## src/rtl/read_range_coalescer_macros.svh

```systemverilog
// assertion helpers for the range coalescer
`ifndef READ_RANGE_COALESCER_MACROS_SVH
`define READ_RANGE_COALESCER_MACROS_SVH

// property that must hold at every edge out of reset
`define RRC_ASSERT(lbl, expr, msg) \
  lbl: assert property (@(posedge clk_i) disable iff (!rst_ni) (expr)) else $error(msg);

// implication over the next edge
`define RRC_ASSERT_NEXT(lbl, pre, post, msg) \
  lbl: assert property (@(posedge clk_i) disable iff (!rst_ni) (pre) |=> (post)) \
    else $error(msg);

`endif

```

## src/rtl/rrc_pkg.sv

```systemverilog
package rrc_pkg;

  localparam int unsigned MaxRangesDef = 32;
  localparam int unsigned OffW         = 48;
  localparam int unsigned LenW         = 32;
  localparam int unsigned RunLenW      = 48;
  localparam int unsigned LimW         = 32;
  localparam int unsigned CfgIdxW      = 1;

  localparam logic [CfgIdxW-1:0] RegHoleLimit = 1'b0;
  localparam logic [CfgIdxW-1:0] RegSpanLimit = 1'b1;

  localparam logic [LimW-1:0] HoleLimitRst = 32'd8192;
  localparam logic [LimW-1:0] SpanLimitRst = 32'd67108864;

  typedef struct packed {
    logic [LenW-1:0] len;
    logic [OffW-1:0] off;
  } range_t;

  typedef enum logic [3:0] {
    StLoad  = 4'b0001,
    StScan  = 4'b0010,
    StProc  = 4'b0100,
    StFlush = 4'b1000
  } state_e;

endpackage

```

## src/rtl/read_range_coalescer.sv

```systemverilog
// channel   | dir | transfer moves
// s_axis    | in  | one range: tdata = offset, length; tlast = last of set
// m_axis    | out | one run: tdata = offset, length; tuser = empty, overflow; tlast
// cfg       | in  | register write: index, data
//
// loading takes one range per cycle into a single-port-write range memory.
// after the last range, each pick scans all stored ranges once to find the
// next range in offset order, then the merge state takes it in, so a set
// with m stored nonzero ranges takes m + 1 scans.
// the result register lets the next set load while the final run waits.
// no clearing pass after reset; a full result stage stalls merging only when
// a finished run has to move out.
module read_range_coalescer #(
  parameter int unsigned MAX_RANGES = rrc_pkg::MaxRangesDef
) (
  input  logic                       clk_i,
  input  logic                       rst_ni,
  input  logic                       s_axis_tvalid,
  output logic                       s_axis_tready,
  input  logic [79:0]                s_axis_tdata,  // range_offset[47:0], range_length[79:48]
  input  logic                       s_axis_tlast,
  output logic                       m_axis_tvalid,
  input  logic                       m_axis_tready,
  output logic [95:0]                m_axis_tdata,  // run_offset[47:0], run_length[95:48]
  output logic [1:0]                 m_axis_tuser,  // empty_set[0], overflow[1]
  output logic                       m_axis_tlast,
  input  logic                       cfg_valid,
  output logic                       cfg_ready,
  input  logic [rrc_pkg::CfgIdxW-1:0] cfg_index,
  input  logic [rrc_pkg::LimW-1:0]   cfg_data
);
  import rrc_pkg::*;

  localparam int unsigned CW = $clog2(MAX_RANGES + 1);
  localparam int unsigned IW = $clog2(MAX_RANGES);
  localparam logic [CW-1:0] CntMax = CW'(MAX_RANGES);

  state_e state_q;

  logic [LimW-1:0] hole_q, span_q;

  range_t mem [MAX_RANGES];
  range_t rd_q;
  logic [IW-1:0] rd_idx_q;
  logic rd_vld_q;

  logic [CW-1:0] cnt_q, n_q, iss_q;
  logic ovf_q, set_ovf_q;
  logic [MAX_RANGES-1:0] used_q;

  logic best_vld_q;
  logic [IW-1:0] best_idx_q;
  range_t best_q;

  logic kept_q;
  logic [OffW-1:0] run_start_q;
  logic [OffW:0] prev_end_q;

  logic out_vld_q, out_last_q, out_empty_q, out_ovf_q;
  logic [OffW-1:0] out_off_q;
  logic [RunLenW-1:0] out_len_q;

  logic in_xfer, full, out_free, issue, cand_better;
  logic [OffW:0] ce, o_ext, pe_eff, rs_ext;
  logic [OffW-1:0] rs_eff;
  logic drop, gap_big, span_big, close, emit_now, proc_stall, proc_go;
  logic flush_go, out_load, out_last_d, out_empty_d;
  logic [OffW-1:0] out_off_d;
  logic [RunLenW-1:0] out_len_d;

  assign s_axis_tready = (state_q == StLoad);
  assign cfg_ready     = 1'b1;
  assign in_xfer  = s_axis_tvalid && s_axis_tready;
  assign full     = (cnt_q == CntMax);
  assign out_free = !out_vld_q || m_axis_tready;
  assign issue    = (state_q == StScan) && (iss_q < n_q);

  assign cand_better = rd_vld_q && !used_q[rd_idx_q] && (rd_q.len != '0) &&
                       (!best_vld_q || (rd_q.off < best_q.off) ||
                        ((rd_q.off == best_q.off) && (rd_q.len > best_q.len)));

  always_comb begin
    o_ext    = {1'b0, best_q.off};
    ce       = o_ext + {{(OffW + 1 - LenW){1'b0}}, best_q.len};
    drop     = kept_q && (ce <= prev_end_q);
    rs_eff   = kept_q ? run_start_q : best_q.off;
    rs_ext   = {1'b0, rs_eff};
    pe_eff   = kept_q ? prev_end_q : o_ext;
    gap_big  = (o_ext > pe_eff) && ((o_ext - pe_eff) > {{(OffW + 1 - LimW){1'b0}}, hole_q});
    span_big = (ce - rs_ext) > {{(OffW + 1 - LimW){1'b0}}, span_q};
    close    = gap_big || span_big;
    emit_now = !drop && close && (pe_eff > rs_ext);
    proc_stall = (state_q == StProc) && best_vld_q && emit_now && !out_free;
    proc_go    = (state_q == StProc) && best_vld_q && !proc_stall;
    flush_go   = (state_q == StFlush) && out_free;

    out_load    = 1'b0;
    out_last_d  = 1'b0;
    out_empty_d = 1'b0;
    out_off_d   = rs_eff;
    out_len_d   = RunLenW'(pe_eff - rs_ext);
    if (proc_go && emit_now) begin
      out_load = 1'b1;
    end else if (flush_go) begin
      out_load   = 1'b1;
      out_last_d = 1'b1;
      if (kept_q) begin
        // the open run is the final one
        out_off_d = run_start_q;
        out_len_d = RunLenW'(prev_end_q - {1'b0, run_start_q});
      end else begin
        out_empty_d = 1'b1;
        out_off_d   = '0;
        out_len_d   = '0;
      end
    end
  end

  // range memory, registered read
  always_ff @(posedge clk_i) begin
    if (in_xfer && !full) begin
      mem[cnt_q[IW-1:0]] <= range_t'{len: s_axis_tdata[79:48], off: s_axis_tdata[47:0]};
    end
    if (issue) begin
      rd_q <= mem[iss_q[IW-1:0]];
    end
    rd_idx_q <= iss_q[IW-1:0];
  end

  // payload registers
  always_ff @(posedge clk_i) begin
    if (cand_better) begin
      best_q     <= rd_q;
      best_idx_q <= rd_idx_q;
    end
    if (proc_go && !drop) begin
      run_start_q <= close ? best_q.off : rs_eff;
      prev_end_q  <= ce;
    end
    if (out_load) begin
      out_off_q   <= out_off_d;
      out_len_q   <= out_len_d;
      out_last_q  <= out_last_d;
      out_empty_q <= out_empty_d;
      out_ovf_q   <= set_ovf_q;
    end
  end

  // control
  always_ff @(posedge clk_i or negedge rst_ni) begin
    if (!rst_ni) begin
      state_q    <= StLoad;
      hole_q     <= HoleLimitRst;
      span_q     <= SpanLimitRst;
      cnt_q      <= '0;
      n_q        <= '0;
      iss_q      <= '0;
      ovf_q      <= 1'b0;
      set_ovf_q  <= 1'b0;
      used_q     <= '0;
      rd_vld_q   <= 1'b0;
      best_vld_q <= 1'b0;
      kept_q     <= 1'b0;
      out_vld_q  <= 1'b0;
    end else begin
      if (cfg_valid && cfg_ready) begin
        case (cfg_index)
          RegHoleLimit: hole_q <= cfg_data;
          RegSpanLimit: span_q <= cfg_data;
          default: ;
        endcase
      end

      rd_vld_q <= issue;
      if (issue) begin
        iss_q <= iss_q + CW'(1);
      end
      if (cand_better) begin
        best_vld_q <= 1'b1;
      end

      if (out_load) begin
        out_vld_q <= 1'b1;
      end else if (m_axis_tready) begin
        out_vld_q <= 1'b0;
      end

      case (state_q)
        StLoad: begin
          if (in_xfer) begin
            if (s_axis_tlast) begin
              n_q        <= full ? cnt_q : cnt_q + CW'(1);
              set_ovf_q  <= ovf_q || full;
              cnt_q      <= '0;
              ovf_q      <= 1'b0;
              used_q     <= '0;
              kept_q     <= 1'b0;
              iss_q      <= '0;
              best_vld_q <= 1'b0;
              state_q    <= StScan;
            end else if (full) begin
              ovf_q <= 1'b1;
            end else begin
              cnt_q <= cnt_q + CW'(1);
            end
          end
        end
        StScan: begin
          if (!issue && !rd_vld_q) begin
            state_q <= StProc;
          end
        end
        StProc: begin
          if (!best_vld_q) begin
            state_q <= StFlush;
          end else if (proc_go) begin
            used_q[best_idx_q] <= 1'b1;
            if (!drop) begin
              kept_q <= 1'b1;
            end
            iss_q      <= '0;
            best_vld_q <= 1'b0;
            state_q    <= StScan;
          end
        end
        StFlush: begin
          if (flush_go) begin
            state_q <= StLoad;
          end
        end
        default: state_q <= StLoad;
      endcase
    end
  end

  assign m_axis_tvalid = out_vld_q;
  assign m_axis_tdata  = {out_len_q, out_off_q};
  assign m_axis_tuser  = {out_ovf_q, out_empty_q};
  assign m_axis_tlast  = out_last_q;

`include "read_range_coalescer_macros.svh"

  `RRC_ASSERT(a_cnt_range, cnt_q <= CntMax, "load count above capacity")
  `RRC_ASSERT(a_best_idx, !best_vld_q || (CW'(best_idx_q) < n_q), "picked entry not loaded")
  `RRC_ASSERT(a_empty_last, !out_vld_q || !out_empty_q || out_last_q, "empty result not last")
  `RRC_ASSERT_NEXT(a_flush_done, flush_go, (state_q == StLoad) && out_vld_q && out_last_q, "flush did not finish")

endmodule

```

## config.mk

```make
export PLATFORM = sky130hd
export DESIGN_NAME = read_range_coalescer
export DESIGN_NICKNAME = d
export VERILOG_FILES = /design/src/rtl/rrc_pkg.sv /design/src/rtl/read_range_coalescer.sv
export VERILOG_INCLUDE_DIRS = /design/src /design/src/rtl
export SDC_FILE = /design/constraint.sdc
export NUM_CORES = 2
export LEC_CHECK = 0
export BUFFER_PORTS_ARGS = -buffer_cell sky130_fd_sc_hd__buf_4
export CAP_MARGIN = 20
export CORE_ASPECT_RATIO = 0.7
export CORE_MARGIN = 8
export CORE_UTILIZATION = 45
export CTS_BUF_LIST = sky130_fd_sc_hd__clkbuf_8
export DETAILED_ROUTE_END_ITERATION = 10
export GPL_TIMING_DRIVEN = 1
export PLACE_DENSITY_LB_ADDON = 0.05
export SLEW_MARGIN = 5
export SYNTH_ARGS = -nofsm -noshare
export SYNTH_HDL_FRONTEND = slang
export SYNTH_SLANG_ARGS = --single-unit
```

## constraint.sdc

```tcl
create_clock -name clk_i -period 16.97 [get_ports clk_i]
set_clock_uncertainty 0.05 [all_clocks]
set_input_delay 0.8485 -clock clk_i [delete_from_list [all_inputs] [get_ports clk_i]]
set_output_delay 0.8485 -clock clk_i [all_outputs]
set_load 0.02 [all_outputs]
```

* After elaboration in Yosys (flattened, before gate mapping) *
Memory sizes are Yosys's and may differ from the RTL's. A register that Yosys moved wholly into a read port is not among the register bits.
Index checks and enable logic that the tools add are counted.

operators by class
  bitwise gates (word level) = 3
  equal/unequal tests = 14
  add/sub/neg operators = 7
  reductions and logical operators = 47
  $lt $le $gt $ge = 11
  mux-type cells = 54

operators by type and width
  cell                   count
  $mux W48               8
  $mux W32               4
  $gt A49 B32 Y1         2
  $sub A48 B48 Y48       2
  $pmux W32 S2           1
  $add A48 B32 Y49       1
  $gt A48 B49 Y1         1
  $gt A49 B48 Y1         1
  $le A49 B49 Y1         1
  $mux W49               1
  $sub A48 B49 Y49       1
  $sub A49 B48 Y49       1
  $eq A48 B48 Y1         1
  $lt A48 B48 Y1         1
  $mux W6                7
  $gt A32 B32 Y1         1
  $or A32 B32 Y32        1
  $reduce_bool A32 Y1    1
  $mux W4                6
  $mux W1                21
  $logic_and A1 B1 Y1    20
  $pmux W4 S4            1
  $add A6 B1 Y6 const B  2
  $lt A5 B6 Y1 const B   2
  other kinds (23)       48

word-level totals
  bits of input ports = 119
  memories kept = 1
  bits in writable memories = 2,560
  register bits = 410
  word-level logic and storage cells = 161
  output and inout port bits = 102

memory list
  memory  depth  bits a word  rd ports  clocked after memory_dff  wr ports  line                        RTL
  mem     32     80           1         1                         1         read_range_coalescer.sv:42  range_t mem [MAX_RANGES];

* Logic depth before layout (Yosys ltp) *
  depth after elaboration = 14
  depth in mapped cells = 42

* Least setup slack after synthesis *
OpenSTA, ideal clock, no wires.

  path type = register -> register
  start = register kept_q
  end = register out_last_q (netlist: m_axis_tlast), enable pin
  slack = 2.032 ns
  arrival = 14.194 ns
  period minus slack after synthesis = 14.938 ns
  path buffers = 8
  required time = 16.227 ns
  cell stages (with the launch flop) = 39
  setup time = 0.693 ns
  cell sequence = dfrtp_1 -> clkbuf_1 -> clkbuf_1 -> clkbuf_1 -> clkbuf_1 -> clkbuf_1 -> clkbuf_1 -> nor2_1 -> a21oi_1 -> ha_1 -> and3_1 -> a221o_1 -> a21oi_1 -> o21bai_1 -> a21oi_1 -> o311ai_2 -> a211oi_2 -> a22oi_4 -> (+3 left out) -> ha_1 -> nand3_1 -> or3b_2 -> a41oi_1 -> nor2_1 -> nand4b_1 -> nor3_1 -> o2111ai_1 -> a2111oi_0 -> and4_1 -> o2bb2ai_1 -> nor4_1 -> nand4_2 -> or4_1 -> buf_2 -> buf_6 -> nand2_1 -> o21ai_0

on the way
  word-level cells in the longest chain between the ends = 13

RTL lines
  element                           line                         RTL
  start, declared                   read_range_coalescer.sv:55   logic kept_q;
  start signal, assigned            read_range_coalescer.sv:163  kept_q <= 1'b0;
  start signal, assigned            read_range_coalescer.sv:197  kept_q <= 1'b0;
  start signal, assigned            read_range_coalescer.sv:219  kept_q <= 1'b1;
  $mux W49                          read_range_coalescer.sv:88   pe_eff = kept_q ? prev_end_q : o_ext;
  $sub A48 B49 Y49                  read_range_coalescer.sv:89   gap_big = (o_ext > pe_eff) && ((o_ext - pe_eff) > {{(OffW + 1 - LimW){1'b0}}, hole_q});
  $gt A49 B32 Y1                    read_range_coalescer.sv:89
  $logic_and A1 B1 Y1               read_range_coalescer.sv:89
  $logic_or A1 B1 Y1                read_range_coalescer.sv:91   close = gap_big || span_big;
  $logic_and A1 B1 Y1               read_range_coalescer.sv:92   emit_now = !drop && close && (pe_eff > rs_ext);
  $logic_and A1 B1 Y1 (*)           read_range_coalescer.sv:92
  $logic_and A1 B1 Y1 (2 in a row)  read_range_coalescer.sv:93   proc_stall = (state_q == StProc) && best_vld_q && emit_now && !out_free;
  $logic_not A1 Y1                  read_range_coalescer.sv:94   proc_go = (state_q == StProc) && best_vld_q && !proc_stall;
  $logic_and A1 B1 Y1               read_range_coalescer.sv:94
  $logic_and A1 B1 Y1 (*)           read_range_coalescer.sv:102  if (proc_go && emit_now) begin
  $mux W1 (*)                       read_range_coalescer.sv:102
  net out_load                      read_range_coalescer.sv:67   logic flush_go, out_load, out_last_d, out_empty_d;
  end signal, assigned              read_range_coalescer.sv:143  out_last_q <= out_last_d;
  end, declared                     read_range_coalescer.sv:59   logic out_vld_q, out_last_q, out_empty_q, out_ovf_q;

The timed path passes the listed nets; every way through them passes the cells marked *.
A chain may end at the register's enable or synchronous reset.

* Worst setup path in the final report *
  start = register best_q[0] (netlist bit)
  end = register run_start_q[36], enable pin

RTL lines
  element                                                 line                                                    RTL
  start, declared                                         read_range_coalescer.sv:53                              range_t best_q;
  start signal, assigned                                  read_range_coalescer.sv:133                             best_q <= rd_q;
  $add A48 B32 Y49 (*)                                    read_range_coalescer.sv:84                              ce = o_ext + {{(OffW + 1 - LenW){1'b0}}, best_q.len};
  net ce[12]                                              read_range_coalescer.sv:64                              logic [OffW:0] ce, o_ext, pe_eff, rs_ext;
  $sub A49 B48 Y49 or $le A49 B49 Y1 (tied branches)      read_range_coalescer.sv:90, read_range_coalescer.sv:85
  $gt A49 B32 Y1 or $logic_and A1 B1 Y1 (tied branches)   read_range_coalescer.sv:90, read_range_coalescer.sv:85
  $logic_or A1 B1 Y1 or $logic_not A1 Y1 (tied branches)  -
  $logic_and A1 B1 Y1 (2 in a row)                        read_range_coalescer.sv:92
  $logic_and A1 B1 Y1 (2 in a row)                        read_range_coalescer.sv:93
  $logic_not A1 Y1                                        read_range_coalescer.sv:94
  $logic_and A1 B1 Y1                                     read_range_coalescer.sv:94
  $logic_and A1 B1 Y1 (*)                                 read_range_coalescer.sv:136                             if (proc_go && !drop) begin
  end signal, assigned                                    read_range_coalescer.sv:137                             run_start_q <= close ? best_q.off : rs_eff;
  end, declared                                           read_range_coalescer.sv:56                              logic [OffW-1:0] run_start_q;

Marks and branches as above.

==> results.md <==
### Clock tree
• 5 — H-Tree Level Count
• 3050 — CTS sink count
• 0.07 ns — CTS clk-pin slew, worst paths
• sky130_fd_sc_hd__clkbuf_8 — root buffer cell
• 463 — TritonCTS Buffers
• 4 — CTS max path bufs
• built — CTS tree
• 1.05 ns — clock latency of the later-clocked register in the worst-skew pair

### Placement
• 11600 — instance count after placement with tap cells included
• 219 — IO Port Bufs
• 0.949 — RePlAce Congestion
• 141000 um2 — Cell Area, Placed
• 241000 um — Post-DP HPWL

### GRT
• 155 — largest net degree at the start of global routing
• 37 — initial antenna violation count
• 0 — total congestion overflow
• 0.249 — global-route usage over all layers
• 563000 um — global-route wire length before repair
• 73700 — vias in the first global route

### Layout
• 24500 — fill cell instance count of the final layout
• 40400 um2 — Multi-input gate area
• 149000 um2 — summed area of non-filler cells in the final layout
• 11.7% — Layout Area Growth over Synthesis
• 12500 — post-layout instance count excluding filler cells
• 8661 — nets@finish
• 0.229 — layout cell share with drive strength beyond 1
• 90900 um2 — sequential cell area

### Synth
• 134000 um2 — Cell Area, Synth
• 0.657 — top cell type's share of synthesized area
• sky130_fd_sc_hd__edfxtp_1 — leading register cell type out of synthesis
• 2921 — number of enable flip-flop cells after synthesis
• 0 — YS warnings
• 111 — count of distinct cell types in the synthesized netlist
• sky130_fd_sc_hd__edfxtp_1 (66%), sky130_fd_sc_hd__mux4_2 (14%), sky130_fd_sc_hd__ha_1 (3.9%) — most area-consuming cells after synthesis
• sky130_fd_sc_hd__edfxtp_1 — top cell type by total area after synthesis
• 8134 — post-synth net total
• 7597 — count of mapped cells out of synthesis
• 0.0407 — async set-reset flop share out of synthesis
• 17.6 um2 — Avg Synthesized Cell Area
• 3050 — flip-flop and latch count after synthesis
• 0.681 — share of synthesized area occupied by flip-flops and latches

### STA
• 12.15 ns — clock period minus final worst setup slack
• 0 — final hold violations
• 0 ns — setup_tns
• 0.0957 — max-slew headroom at the worst pin
• 0 — final setup vio count
• 0 — max-slew violation count
• 82.3 MHz — highest clock frequency the design can meet
• 1.36 ns — worst slew pin tran
• 0.716 — post-route fraction of the period consumed by the critical path
• false — unrepaired setup endpoints after global routing

### Worst setup path
• flop — kind of start point of the critical path
• 0.78 ns — Worst path max stage delay
• sky130_fd_sc_hd__ha_1 — Most Frequent Cell on Critical Path
• sky130_fd_sc_hd__nor4_4 — cell at the slowest stage of the critical path
• 4.82 ns — R2R Setup Slk
• 1 — Buf+Inv Stages, Crit Path
• flop to flop — type of the setup path with the least slack
• 61 — maximum fanout encountered on the critical timing path
• flop — CP Capture Type
• compound AO/OA/AOI/OAI gates — critical path's top delay family
• 17.56 ns — required time at the worst-slack endpoint
• 12.75 ns — arrival time of the worst setup path

### Run
• 0 — count of maximum capacitance violations

### Floorplanning
• 296000 um2 — Floorplan Core Area
• 167 — std cell rows
• 221 — number of primary I/O pins
• 0.452 — initial cell density of the core
• 315000 um2 — area enclosed by the die boundary
• 472 um — Chip Height
• 667 um — horizontal extent of the die

### Power
• 0.0246 W — Pwr Total
• 165 nW/um2 — P per Cell Area
• 50.5 nW — static leakage power
• 0.000162 V — worst vdd rail ir drop

### Route
• 401000 um — total wirelength of the detailed-routed design
• 74700 — via total after detailed routing
• 6 — drt first pass iters
• 32.1 um — routed wirelength normalized by instance count
• 5.99 — via density per instance
• 8192 — Iteration-0 DRC Markers
• 0 — remaining design rule violation count
• 0 — remaining antenna violation count after routing

### Run status
• finished, final reports clean — result of the run

### Min path
• input pin to flop — worst hold-check path type

-- Yosys cell counts, types with 26 or more instances --
master,n
sky130_fd_sc_hd__ha_1,413
sky130_fd_sc_hd__nand3_1,85
sky130_fd_sc_hd__a22o_1,33
sky130_fd_sc_hd__a31oi_1,28
sky130_fd_sc_hd__a21oi_1,377
sky130_fd_sc_hd__dfrtp_1,121
sky130_fd_sc_hd__o211ai_1,31
sky130_fd_sc_hd__xnor2_1,161
sky130_fd_sc_hd__nor2b_1,59
sky130_fd_sc_hd__nor4_1,26
sky130_fd_sc_hd__o21bai_1,34
sky130_fd_sc_hd__nand2_1,338
sky130_fd_sc_hd__o21a_1,34
sky130_fd_sc_hd__nand2b_1,65
sky130_fd_sc_hd__a211oi_1,28
sky130_fd_sc_hd__inv_1,368
sky130_fd_sc_hd__nor3_1,47
sky130_fd_sc_hd__xor2_1,75
sky130_fd_sc_hd__edfxtp_1,2921
sky130_fd_sc_hd__nand4_1,87
sky130_fd_sc_hd__o21ai_1,45
sky130_fd_sc_hd__a21o_1,135
sky130_fd_sc_hd__o31ai_1,44
sky130_fd_sc_hd__o22ai_1,46
sky130_fd_sc_hd__mux4_2,810
sky130_fd_sc_hd__o21ai_0,193
sky130_fd_sc_hd__buf_1,51
sky130_fd_sc_hd__mux2_2,117
sky130_fd_sc_hd__nor2_1,228
sky130_fd_sc_hd__and3_1,33
sky130_fd_sc_hd__clkbuf_1,236
-- layout by cell type, fill, tap and decap left out, types with 103 or more instances in the layout --
cell type                  count
sky130_fd_sc_hd__buf_4       320
sky130_fd_sc_hd__clkinv_1    103
sky130_fd_sc_hd__clkbuf_8    474
sky130_fd_sc_hd__xnor2_1     161
sky130_fd_sc_hd__a21o_1      135
sky130_fd_sc_hd__nand2_1     337
sky130_fd_sc_hd__mux2_2      117
sky130_fd_sc_hd__edfxtp_1   2921
sky130_fd_sc_hd__o21ai_0     192
sky130_fd_sc_hd__mux4_2      810
sky130_fd_sc_hd__dfrtp_1     115
sky130_fd_sc_hd__inv_1       541
sky130_fd_sc_hd__ha_1        413
sky130_fd_sc_hd__nor2_1      195
sky130_fd_sc_hd__a21oi_1     377
-- logic make-up (layout without fill, tap and decap cells) --
family / count (synthesis) / in the layout / synth area share
other: 1 / 15 / 0.0000281
buffers and inverters: 688 / 1574 / 0.0199
multiplexers: 934 / 934 / 0.147
flip-flops: 3050 / 3050 / 0.681
AO/OA/AOI/OAI: 1178 / 1178 / 0.0568
adder cells (fa/ha/maj): 424 / 424 / 0.0399
AND/OR/NAND/NOR: 1084 / 1084 / 0.0401
XOR/XNOR: 238 / 238 / 0.0158
-- final timing paths --
path,from,to,depth (start not counted)
max reg2reg,best_q[0]$_DFFE_PP_,run_start_q[36]$_DFFE_PP_,38
min in group asynchronous,rst_ni,used_q[1]$_DFFE_PN0P_,2
max in group asynchronous,rst_ni,span_q[27]$_DFFE_PN0P_,3
max,best_q[0]$_DFFE_PP_,run_start_q[36]$_DFFE_PP_,38
min,s_axis_tdata[60],mem[1][60]$_DFFE_PP_,1
min reg2reg,rd_q[45]$_DFFE_PP_,best_q[45]$_DFFE_PP_,0
-- through the flow --
step	setup slack (ns)	utilization	hold slack [ns]
3_3_place_gp	5.51	0.475	0.395
6_report	4.82	0.505	0.155
4_1_cts	5.10	0.505	0.0283
5_1_grt	4.14	0.505	0.0894
2_1_floorplan	2.03	-	0.319
3_5_place_dp	5.21	0.475	0.383
-- per-layer routing --
metal / up-vias / GRT usage / share of wire
met2: 2899 / 0.367 / 0.44
met5: - / 0 / 0.00013
met1: 39500 / 0.381 / 0.46
met4: 8 / 0.0470 / 0.018
met3: 485 / 0.0578 / 0.083
li1: 31800 / - / -
-- worst register-to-register path, delay by kind of cell, from the launching register on --
family          cells  cell delay (ns)
compound gates     16             4.48
flops               1             0.47
buf+inv             1             0.79
simple gates       15             3.90
fa+ha+maj           4             1.40
xor+xnor            2             0.50
-- state kept, by name, summed over array words and instances, names as in the netlist, 4 cells and up --
signal	cells
rd_q	80
mem	2560
out_len_q	48
prev_end_q	49
state_q	4
used_q	32
iss_q	6
out_off_q	48
cnt_q	6
hole_q	32
best_idx_q	5
best_q	80
run_start_q	48
rd_idx_q	5
span_q	32
n_q	6
-- power by group --
| part | switching (W) | leakage (nW) | internal [W] |
|---|---|---|---|
| logic | 0.00590 | 17.7 | 0.00383 |
| registers | 0.000347 | 27.9 | 0.00882 |
| clock network | 0.00289 | 4.91 | 0.00277 |
-- cell type report --
type                       instances  area share
tap                             3971      0.0333
clock inverter                   350      0.0121
sequential                      3050       0.609
antenna                           14    0.000235
multi-input combinational       3859       0.270
clock buffer                     474      0.0437
timing repair buffer             379      0.0215
inverter                         371     0.00933
-- repair_timing --
item,in CTS,in global routing
hold buffers,35,0
endpoints found under the hold margin,136,0
buffers inserted,0,0
resized for setup,0,0
No activity file was read; power rests on OpenSTA's default activity.
